===== src/rtl/mft_pkg.sv =====
`timescale 1ns / 1ps
`default_nettype none
package mft_pkg;
    localparam int IFACES_DEF = 4;
    localparam int GROUPS_DEF = 16;
    localparam logic [2:0] MODE_ADD_IF   = 3'd0;
    localparam logic [2:0] MODE_ADD_GRP  = 3'd1;
    localparam logic [2:0] MODE_DEL_GRP  = 3'd2;
    localparam logic [2:0] MODE_FORWARD  = 3'd3;
    localparam logic [2:0] MODE_LOOKUP   = 3'd4;
    localparam logic [2:0] MODE_QUERY    = 3'd5;
    localparam logic [2:0] MODE_RSVD6    = 3'd6;
    localparam logic [2:0] MODE_RSVD7    = 3'd7;
    localparam logic [2:0] ST_DONE       = 3'd0;
    localparam logic [2:0] ST_UNKNOWN    = 3'd1;
    localparam logic [2:0] ST_DUPLICATE  = 3'd2;
    localparam logic [2:0] ST_FULL       = 3'd3;
    localparam logic [2:0] ST_NOT_FOUND  = 3'd4;
    typedef struct packed {
        logic [2:0]  status;
        logic [31:0] out_addr;
        logic [7:0]  out_ttl;
        logic        receivers_known;
        logic        last;
    } result_t;
endpackage
`default_nettype wire


===== src/rtl/mft_entry_ram.sv =====
`timescale 1ns / 1ps
`default_nettype none
module mft_entry_ram #(
    parameter int DEPTH = 64,
    parameter int AW = 6
) (
    input  wire logic          aclk,
    input  wire logic          we,
    input  wire logic [AW-1:0] waddr,
    input  wire logic [63:0]   wdata,
    input  wire logic [AW-1:0] raddr,
    output logic      [63:0]   rdata
);
    logic [63:0] mem [DEPTH];
    always_ff @(posedge aclk) begin
        if (we) begin
            mem[waddr] <= wdata;
        end
        rdata <= mem[raddr];
    end
endmodule
`default_nettype wire


===== src/rtl/multicast_forwarding_table.sv =====
`timescale 1ns / 1ps
`default_nettype none
// Multicast (source, group) forwarding table. Interface records sit in flip-flops;
// (group, source) entries sit in one synchronous RAM, with one packed entry count
// per interface. One word is taken at a time, and the next once the last result of
// the previous word has been accepted. Add interface and lookup go from the find
// state straight to the output state. Add group scans the interface's entries one
// RAM read per cycle; delete group scans the same way and then moves each later
// entry up one slot, with a read and then a write per entry. Forward and query scan
// every interface; new reads are held off while an output word waits to be accepted.
// Forward gives one word per matching entry with tlast on the final one.
// No clearing pass: counts reset to zero.
module multicast_forwarding_table #(
    parameter int IFACES = mft_pkg::IFACES_DEF,
    parameter int GROUPS = mft_pkg::GROUPS_DEF
) (
    input  wire logic         aclk,
    input  wire logic         aresetn,
    input  wire logic         s_tvalid,
    output logic              s_tready,
    // iface_addr, neighbor_addr, group_addr, source_addr, packet_ttl
    input  wire logic [135:0] s_tdata,
    // mode
    input  wire logic [2:0]   s_tuser,
    output logic              m_tvalid,
    input  wire logic         m_tready,
    // status, out_addr, out_ttl, receivers_known, pad
    output logic [47:0]       m_tdata,
    output logic              m_tlast
);
    import mft_pkg::*;

    localparam int IW = (IFACES > 1) ? $clog2(IFACES) : 1;
    localparam int GW = (GROUPS > 1) ? $clog2(GROUPS) : 1;
    localparam int CW = $clog2(GROUPS + 1);
    localparam int AW = IW + GW;

    localparam logic [2:0] S_IDLE = 3'd0;
    localparam logic [2:0] S_FIND = 3'd1;
    localparam logic [2:0] S_SCAN = 3'd2;
    localparam logic [2:0] S_SHIFT = 3'd3;
    localparam logic [2:0] S_OUT = 3'd4;

    logic [2:0]  state_reg;
    logic [2:0]  mode_reg;
    logic [31:0] ifa_reg, nbr_reg, grp_reg, src_reg;
    logic [7:0]  ttl_reg;
    logic [IFACES-1:0] ivalid_reg;
    logic [31:0] iaddr_reg [IFACES];
    logic [31:0] inbr_reg [IFACES];
    logic [CW-1:0] cnt_reg [IFACES];
    logic [IW-1:0] if_reg;
    logic [CW-1:0] k_reg;
    logic        rd_pend_reg;
    logic [IW-1:0] rif_reg;
    logic [CW-1:0] rk_reg;
    logic        rlast_reg;
    logic        found_reg;
    logic        hit_reg;
    logic        done_reg;
    result_t     res_reg;
    logic        have_pend_reg;
    result_t     pend_reg;

    logic        we;
    logic [AW-1:0] waddr, raddr;
    logic [63:0] wdata, rdata;

    mft_entry_ram #(.DEPTH(IFACES * (2 ** GW)), .AW(AW)) u_ram (
        .aclk(aclk), .we(we), .waddr(waddr), .wdata(wdata),
        .raddr(raddr), .rdata(rdata)
    );

    logic fnd;
    logic [IW-1:0] fidx;
    logic free_any;
    logic [IW-1:0] fridx;
    always_comb begin
        fnd = 1'b0;
        fidx = '0;
        free_any = 1'b0;
        fridx = '0;
        for (int i = IFACES - 1; i >= 0; i--) begin
            if (ivalid_reg[i] && iaddr_reg[i] == ifa_reg) begin
                fnd = 1'b1;
                fidx = IW'(i);
            end
            if (!ivalid_reg[i]) begin
                free_any = 1'b1;
                fridx = IW'(i);
            end
        end
    end

    wire logic out_busy = m_tvalid && !m_tready;
    wire logic rd_match = rd_pend_reg && rdata[63:32] == grp_reg && rdata[31:0] == src_reg;
    wire logic rd_gmatch = rd_pend_reg && rdata[63:32] == grp_reg;

    function automatic result_t mk(input logic [2:0] st, input logic [31:0] a,
                                   input logic [7:0] t, input logic r, input logic l);
        result_t x;
        x.status = st;
        x.out_addr = a;
        x.out_ttl = t;
        x.receivers_known = r;
        x.last = l;
        return x;
    endfunction

    assign s_tready = (state_reg == S_IDLE) && !m_tvalid;
    assign m_tvalid = have_pend_reg;
    assign m_tdata = {4'b0000, pend_reg.receivers_known, pend_reg.out_ttl,
                      pend_reg.out_addr, pend_reg.status};
    assign m_tlast = pend_reg.last;

    // scan issue: next (iface, k) with count check
    logic issue;
    always_comb begin
        issue = (state_reg == S_SCAN) && !done_reg && !out_busy
                && (k_reg < cnt_reg[if_reg]) && ivalid_reg[if_reg];
        raddr = {if_reg, k_reg[GW-1:0]};
        we = 1'b0;
        waddr = {if_reg, k_reg[GW-1:0]};
        wdata = rdata;
        if (state_reg == S_SHIFT && rd_pend_reg) begin
            we = 1'b1;
            waddr = {rif_reg, GW'(rk_reg - CW'(1))};
        end else if (state_reg == S_OUT && mode_reg == MODE_ADD_GRP
                     && res_reg.status == ST_DONE) begin
            we = 1'b1;
            waddr = {if_reg, GW'(cnt_reg[if_reg])};
            wdata = {grp_reg, src_reg};
        end
    end

    always_ff @(posedge aclk) begin
        if (!aresetn) begin
            state_reg <= S_IDLE;
            ivalid_reg <= '0;
            have_pend_reg <= 1'b0;
            rd_pend_reg <= 1'b0;
            for (int i = 0; i < IFACES; i++) cnt_reg[i] <= '0;
        end else begin
            if (have_pend_reg && m_tready) have_pend_reg <= 1'b0;
            rd_pend_reg <= 1'b0;
            case (state_reg)
                S_IDLE: begin
                    if (s_tvalid && s_tready) begin
                        mode_reg <= s_tuser;
                        ifa_reg <= s_tdata[31:0];
                        nbr_reg <= s_tdata[63:32];
                        grp_reg <= s_tdata[95:64];
                        src_reg <= s_tdata[127:96];
                        ttl_reg <= s_tdata[135:128];
                        if (s_tuser <= MODE_QUERY) state_reg <= S_FIND;
                    end
                end
                S_FIND: begin
                    found_reg <= 1'b0;
                    hit_reg <= 1'b0;
                    done_reg <= 1'b0;
                    k_reg <= '0;
                    case (mode_reg)
                        MODE_ADD_IF: begin
                            if (fnd) res_reg <= mk(ST_DUPLICATE, '0, '0, 1'b0, 1'b1);
                            else if (!free_any) res_reg <= mk(ST_FULL, '0, '0, 1'b0, 1'b1);
                            else begin
                                res_reg <= mk(ST_DONE, '0, '0, 1'b0, 1'b1);
                                ivalid_reg[fridx] <= 1'b1;
                                iaddr_reg[fridx] <= ifa_reg;
                                inbr_reg[fridx] <= nbr_reg;
                                cnt_reg[fridx] <= '0;
                            end
                            state_reg <= S_OUT;
                        end
                        MODE_LOOKUP: begin
                            res_reg <= fnd ? mk(ST_DONE, inbr_reg[fidx], '0, 1'b0, 1'b1)
                                           : mk(ST_UNKNOWN, '0, '0, 1'b0, 1'b1);
                            state_reg <= S_OUT;
                        end
                        MODE_ADD_GRP, MODE_DEL_GRP: begin
                            if_reg <= fidx;
                            if (!fnd) begin
                                res_reg <= mk(ST_UNKNOWN, '0, '0, 1'b0, 1'b1);
                                state_reg <= S_OUT;
                            end else state_reg <= S_SCAN;
                        end
                        default: begin
                            if_reg <= '0;
                            state_reg <= S_SCAN;
                        end
                    endcase
                end
                S_SCAN: begin
                    if (issue) begin
                        rd_pend_reg <= 1'b1;
                        rif_reg <= if_reg;
                        rk_reg <= k_reg;
                        k_reg <= k_reg + CW'(1);
                    end else if (!rd_pend_reg && !out_busy && !done_reg) begin
                        // this interface exhausted
                        if (mode_reg == MODE_ADD_GRP || mode_reg == MODE_DEL_GRP
                            || if_reg == IW'(IFACES - 1)) begin
                            done_reg <= 1'b1;
                        end else begin
                            if_reg <= if_reg + IW'(1);
                            k_reg <= '0;
                        end
                    end
                    if (rd_pend_reg) begin
                        case (mode_reg)
                            MODE_ADD_GRP: if (rd_gmatch) begin
                                done_reg <= 1'b1; hit_reg <= 1'b1;
                            end
                            MODE_DEL_GRP: if (rd_match) begin
                                done_reg <= 1'b1; hit_reg <= 1'b1;
                                k_reg <= rk_reg + CW'(1);
                            end
                            MODE_QUERY: if (rd_match) found_reg <= 1'b1;
                            default: if (rd_match) begin
                                if (hit_reg) begin
                                    have_pend_reg <= 1'b1;
                                    pend_reg <= res_reg;
                                end
                                hit_reg <= 1'b1;
                                res_reg <= mk(ST_DONE, inbr_reg[rif_reg], ttl_reg - 8'd1,
                                              1'b0, 1'b0);
                            end
                        endcase
                    end
                    if (done_reg && !rd_pend_reg) begin
                        case (mode_reg)
                            MODE_ADD_GRP: begin
                                if (hit_reg) res_reg <= mk(ST_DUPLICATE, '0, '0, 1'b0, 1'b1);
                                else if (cnt_reg[if_reg] == CW'(GROUPS))
                                    res_reg <= mk(ST_FULL, '0, '0, 1'b0, 1'b1);
                                else res_reg <= mk(ST_DONE, '0, '0, 1'b0, 1'b1);
                                state_reg <= S_OUT;
                            end
                            MODE_DEL_GRP: begin
                                if (hit_reg) begin
                                    res_reg <= mk(ST_DONE, '0, '0, 1'b0, 1'b1);
                                    state_reg <= S_SHIFT;
                                end else begin
                                    res_reg <= mk(ST_NOT_FOUND, '0, '0, 1'b0, 1'b1);
                                    state_reg <= S_OUT;
                                end
                            end
                            MODE_QUERY: begin
                                res_reg <= mk(ST_DONE, '0, '0, found_reg, 1'b1);
                                state_reg <= S_OUT;
                            end
                            default: begin
                                if (hit_reg) begin
                                    res_reg.last <= 1'b1;
                                    state_reg <= S_OUT;
                                end else state_reg <= S_IDLE;
                            end
                        endcase
                    end
                end
                S_SHIFT: begin
                    // k_reg points past the removed slot; copy k to k-1
                    if (!rd_pend_reg) begin
                        if (k_reg < cnt_reg[if_reg] && k_reg != '0) begin
                            rd_pend_reg <= 1'b1;
                            rif_reg <= if_reg;
                            rk_reg <= k_reg;
                            k_reg <= k_reg + CW'(1);
                        end else begin
                            cnt_reg[if_reg] <= cnt_reg[if_reg] - CW'(1);
                            state_reg <= S_OUT;
                        end
                    end
                end
                S_OUT: begin
                    if (!out_busy) begin
                        have_pend_reg <= 1'b1;
                        pend_reg <= res_reg;
                        if (mode_reg == MODE_ADD_GRP && res_reg.status == ST_DONE)
                            cnt_reg[if_reg] <= cnt_reg[if_reg] + CW'(1);
                        state_reg <= S_IDLE;
                    end
                end
                default: state_reg <= S_IDLE;
            endcase
        end
    end
endmodule
`default_nettype wire


===== config.mk =====
export PLATFORM = sky130hd
export DESIGN_NAME = multicast_forwarding_table
export DESIGN_NICKNAME = d
export VERILOG_FILES = /design/src/rtl/mft_pkg.sv /design/src/rtl/mft_entry_ram.sv /design/src/rtl/multicast_forwarding_table.sv
export SDC_FILE = /design/constraint.sdc
export NUM_CORES = 2
export LEC_CHECK = 0
export BUFFER_PORTS_ARGS = -buffer_cell sky130_fd_sc_hd__buf_4
export CORE_UTILIZATION = 60
export CTS_BUF_LIST = sky130_fd_sc_hd__clkbuf_8
export DETAILED_ROUTE_END_ITERATION = 8
export PLACE_DENSITY = 0.76
export SYNTH_ARGS = -nofsm -noshare
export SYNTH_HDL_FRONTEND = slang
export SYNTH_HIERARCHICAL = 1
export SYNTH_MEMORY_MAX_BITS = 65536
export SYNTH_SLANG_ARGS = --single-unit

===== constraint.sdc =====
create_clock -name aclk -period 12.8 [get_ports aclk]
set_input_delay 2.56 -clock aclk [delete_from_list [all_inputs] [get_ports aclk]]
set_output_delay 2.56 -clock aclk [all_outputs]
set_load 0.05 [all_outputs]

==> metrics.md <==
| Metric | Value |
|---|---|
| Clock Latency Late Sink | `1260 ps` |
| Register area | `0.1402 mm2` |
| Worst R2R Path Depth | `9` |
| PwrDens | `148.8 mW/mm2` |
| VDD IR max | `126.6 uV` |
| Final Core Density | `67.09%` |
| Most frequent cells in the layout | `edfxtp_1 (4618), mux4_2 (1062), clkbuf_8 (752), nand2_1 (488), buf_4 (432)` |
| Placed cells | `12530` |
| Met2 Wirelength | `225300 um` |
| Number of antenna-violating nets in the routed design | `0` |
| Die H | `551.3 um` |
| H-Tree Depth | `6` |
| Die Area | `0.3039 mm2` |
| CTS resizes | `0` |
| Yosys Warn Count | `6` |
| First-pass GRT wire length | `674700 um` |
| Seq cells post-synth | `4695` |
| CP Cell Sequence | `buf_12 -> buf_12 -> buf_4 -> buf_4 -> mux4_2 -> mux2i_1 -> o22ai_1 -> a31oi_1 -> nor2_1` |
| CTS Buf Count | `713` |
| Worst r2r dst | `u_ram/rdata[2]` |
| Drt pass-1 iters | `9` |
| Worst Max-Slew Pin Slew | `1475 ps` |
| Unrepaired setup endpoints after global routing | `no` |
| CP Max Fanout | `94` |
| Hold Vio Cnt, Final | `0` |
| Initial antenna violation count | `21` |
| Dpl ws | `6835 ps` |
| Buf+Inv Stages, Crit Path | `4` |
| Post-DP Area | `0.1878 mm2` |
| Crit path largest cell delay | `990 ps` |
| CP arrival | `6980 ps` |
| Netlist cell types | `77` |
| Clock-pin transition on the worst setup and hold timing paths | `60 ps` |
| Finished Layout Cells | `13840` |
| Slew headroom | `1.441%` |
| Area of all placed cells without fillers | `0.2013 mm2` |
| Delay-heaviest family, CP | `buffers and inverters` |
| Setup ws final | `6866 ps` |
| Synth-to-Final Area Change | `11.18%` |
| Largest net degree at the start of global routing | `125` |
| Gr ovfl total | `0` |
| Syn Area/Cell | `21.06 um2` |
| Leakage | `65.08 nW` |
| Number of global-route vias before repair | `93020` |
| Worst hold path class | `reg -> reg` |
| Status | `finished clean` |
| Max layer used | `met5` |
| Sequential fraction of the synthesis area | `77.45%` |
| Core region area | `0.3000 mm2` |
| Crit Path Class | `reg -> reg` |
| Synth Flop Type | `edfxtp_1` |
| Post-DP HPWL | `280500 um` |
| Async SR Flop Fraction | `0%` |
| Worst EP required | `13850 ps` |
| Count of pins over their slew limit | `0` |
| DR WL met3 | `61760 um` |
| Nets | `9446` |
| WL final | `479400 um` |
| Worst hold start | `res_reg[22]` |
| Layout cells sized above 1 | `25.32%` |
| Slowest-stage cell, CP | `a31oi_1` |
| CTS tree | `built` |
| Final worst path period share | `46.36%` |
| Root buf cell | `clkbuf_8` |
| Stages on the worst setup path | `9` |
| # hold bufs at CTS | `0` |
| Layout fillers | `18300` |
| Post-CTS setup buffers | `0` |
| Max reg flops | `4096` |
| DRC Markers | `0` |
| CTS Sinks | `4695` |
| Die Wd | `551.3 um` |
| DRT iter0 DRCs | `14660` |
| Routed vias/inst | `6.794` |
| Worst R2R Setup Slack | `6870 ps` |
| Hold EP | `m_tdata[15]` |
| Total negative slack | `0 ps` |
| Met1 Routed Length | `163900 um` |
| Max Cap Violations | `0` |
| Post-synthesis cell area | `0.1810 mm2` |
| Fin crit period | `5934 ps` |
| Most common cell after layout, fill and taps aside | `edfxtp_1` |
| Hold Path Depth | `0` |
| Mapped Cells | `8596` |
| Number of synthesized flops with an enable pin | `4618` |
| Initial Util | `60.34%` |
| Routed WL per cell | `34.63 um` |
| Crit Reg-Reg Startpoint | `k_reg[0]` |
| Critical Path End Type | `flop` |
| Setup violations, final | `0` |
| GRT Total Usage | `31.67%` |
| Buffer levels on the longest clock path | `4` |
| GPL Wtd Cong | `0.9118` |
| Buffers on Ports | `189` |
| Fmax | `168.5 MHz` |
| Crit start category | `flop` |
| IO Pins | `194` |
| Via count | `94050` |
| Num rows | `201` |
| Clock skew | `98.81 ps` |
| Area occupied by multi-input gates | `0.03867 mm2` |
==> power by group <==
group          internal (mW)  switching (mW)  total (mW)
logic                  0.310           0.819        1.13
registers               17.1          0.0842        17.1
clock network           5.79            5.88        11.7
==> worst max path at each step <==
stage / startpoint / endpoint
after floorplan: aresetn / iaddr_reg[3][0]
after global placement: k_reg[0] / u_ram/rdata[2]
after detailed placement: k_reg[0] / u_ram/rdata[2]
after CTS: k_reg[0] / u_ram/rdata[2]
after global routing: k_reg[0] / u_ram/rdata[2]
final: k_reg[0] / u_ram/rdata[2]
==> cells in the mapped netlist (27+ instances only) <==
library cell	instances	share of area [%]
nor3_1	35	0.097
a222oi_1	32	0.18
mux2i_1	184	1.0
nor2b_1	27	0.093
nand3_1	213	0.59
o21a_1	50	0.21
inv_1	129	0.27
nor2_1	166	0.34
o22ai_1	80	0.28
buf_4	42	0.17
mux4_2	1062	13
or3_1	61	0.21
clkbuf_1	210	0.44
nand4_1	115	0.40
o2bb2ai_1	32	0.15
nor4_1	55	0.19
xor2_1	125	0.60
edfxtp_1	4618	77
a31oi_1	54	0.19
o21ai_1	48	0.13
dfxtp_1	77	0.85
a22oi_1	130	0.54
buf_2	163	0.45
o221ai_1	32	0.15
nand2_1	492	1.0
xnor2_1	84	0.41
buf_6	31	0.19
==> through the flow <==
| step | hold slack, ps | power, mW |
|---|---|---|
| 2_1_floorplan | 426.0 | 18.04 |
| 3_3_place_gp | 437.0 | 18.53 |
| 3_5_place_dp | 438.3 | 18.57 |
| 4_1_cts | 428.9 | 30.03 |
| 5_1_grt | 430.2 | 30.71 |
| 6_report | 437.5 | 29.94 |
==> routing by layer <==
layer / up-vias / GRT usage (%)
li1: 37200 / -
met1: 48550 / 42.49
met2: 7182 / 49.32
met3: 1097 / 7.240
met4: 12 / 16.46
met5: - / 0
==> final cells by class <==
class	count	area share (%)
inverter	129	0.2406
timing repair buffer	442	1.711
clock inverter	546	1.559
antenna	12	0.01492
sequential	4695	69.66
clock buffer	752	5.142
multi-input combinational	3308	19.21
tap	3958	2.460
==> cell families (layout without fill, tap and decap cells) <==
family | after synthesis | after routing | synth area share [%]
and+or+nand+nor | 1272 | 1272 | 3.371
muxes | 1252 | 1252 | 14.27
DFF | 4695 | 4695 | 77.45
adders and majority gates | 14 | 14 | 0.1009
xor gates and xnor gates | 209 | 209 | 1.011
buffers and inverters | 596 | 1869 | 1.564
other | 1 | 16 | 0.002071
AOI/OAI and AO/OA | 557 | 557 | 2.235
Power figures use the tool's default switching activity.
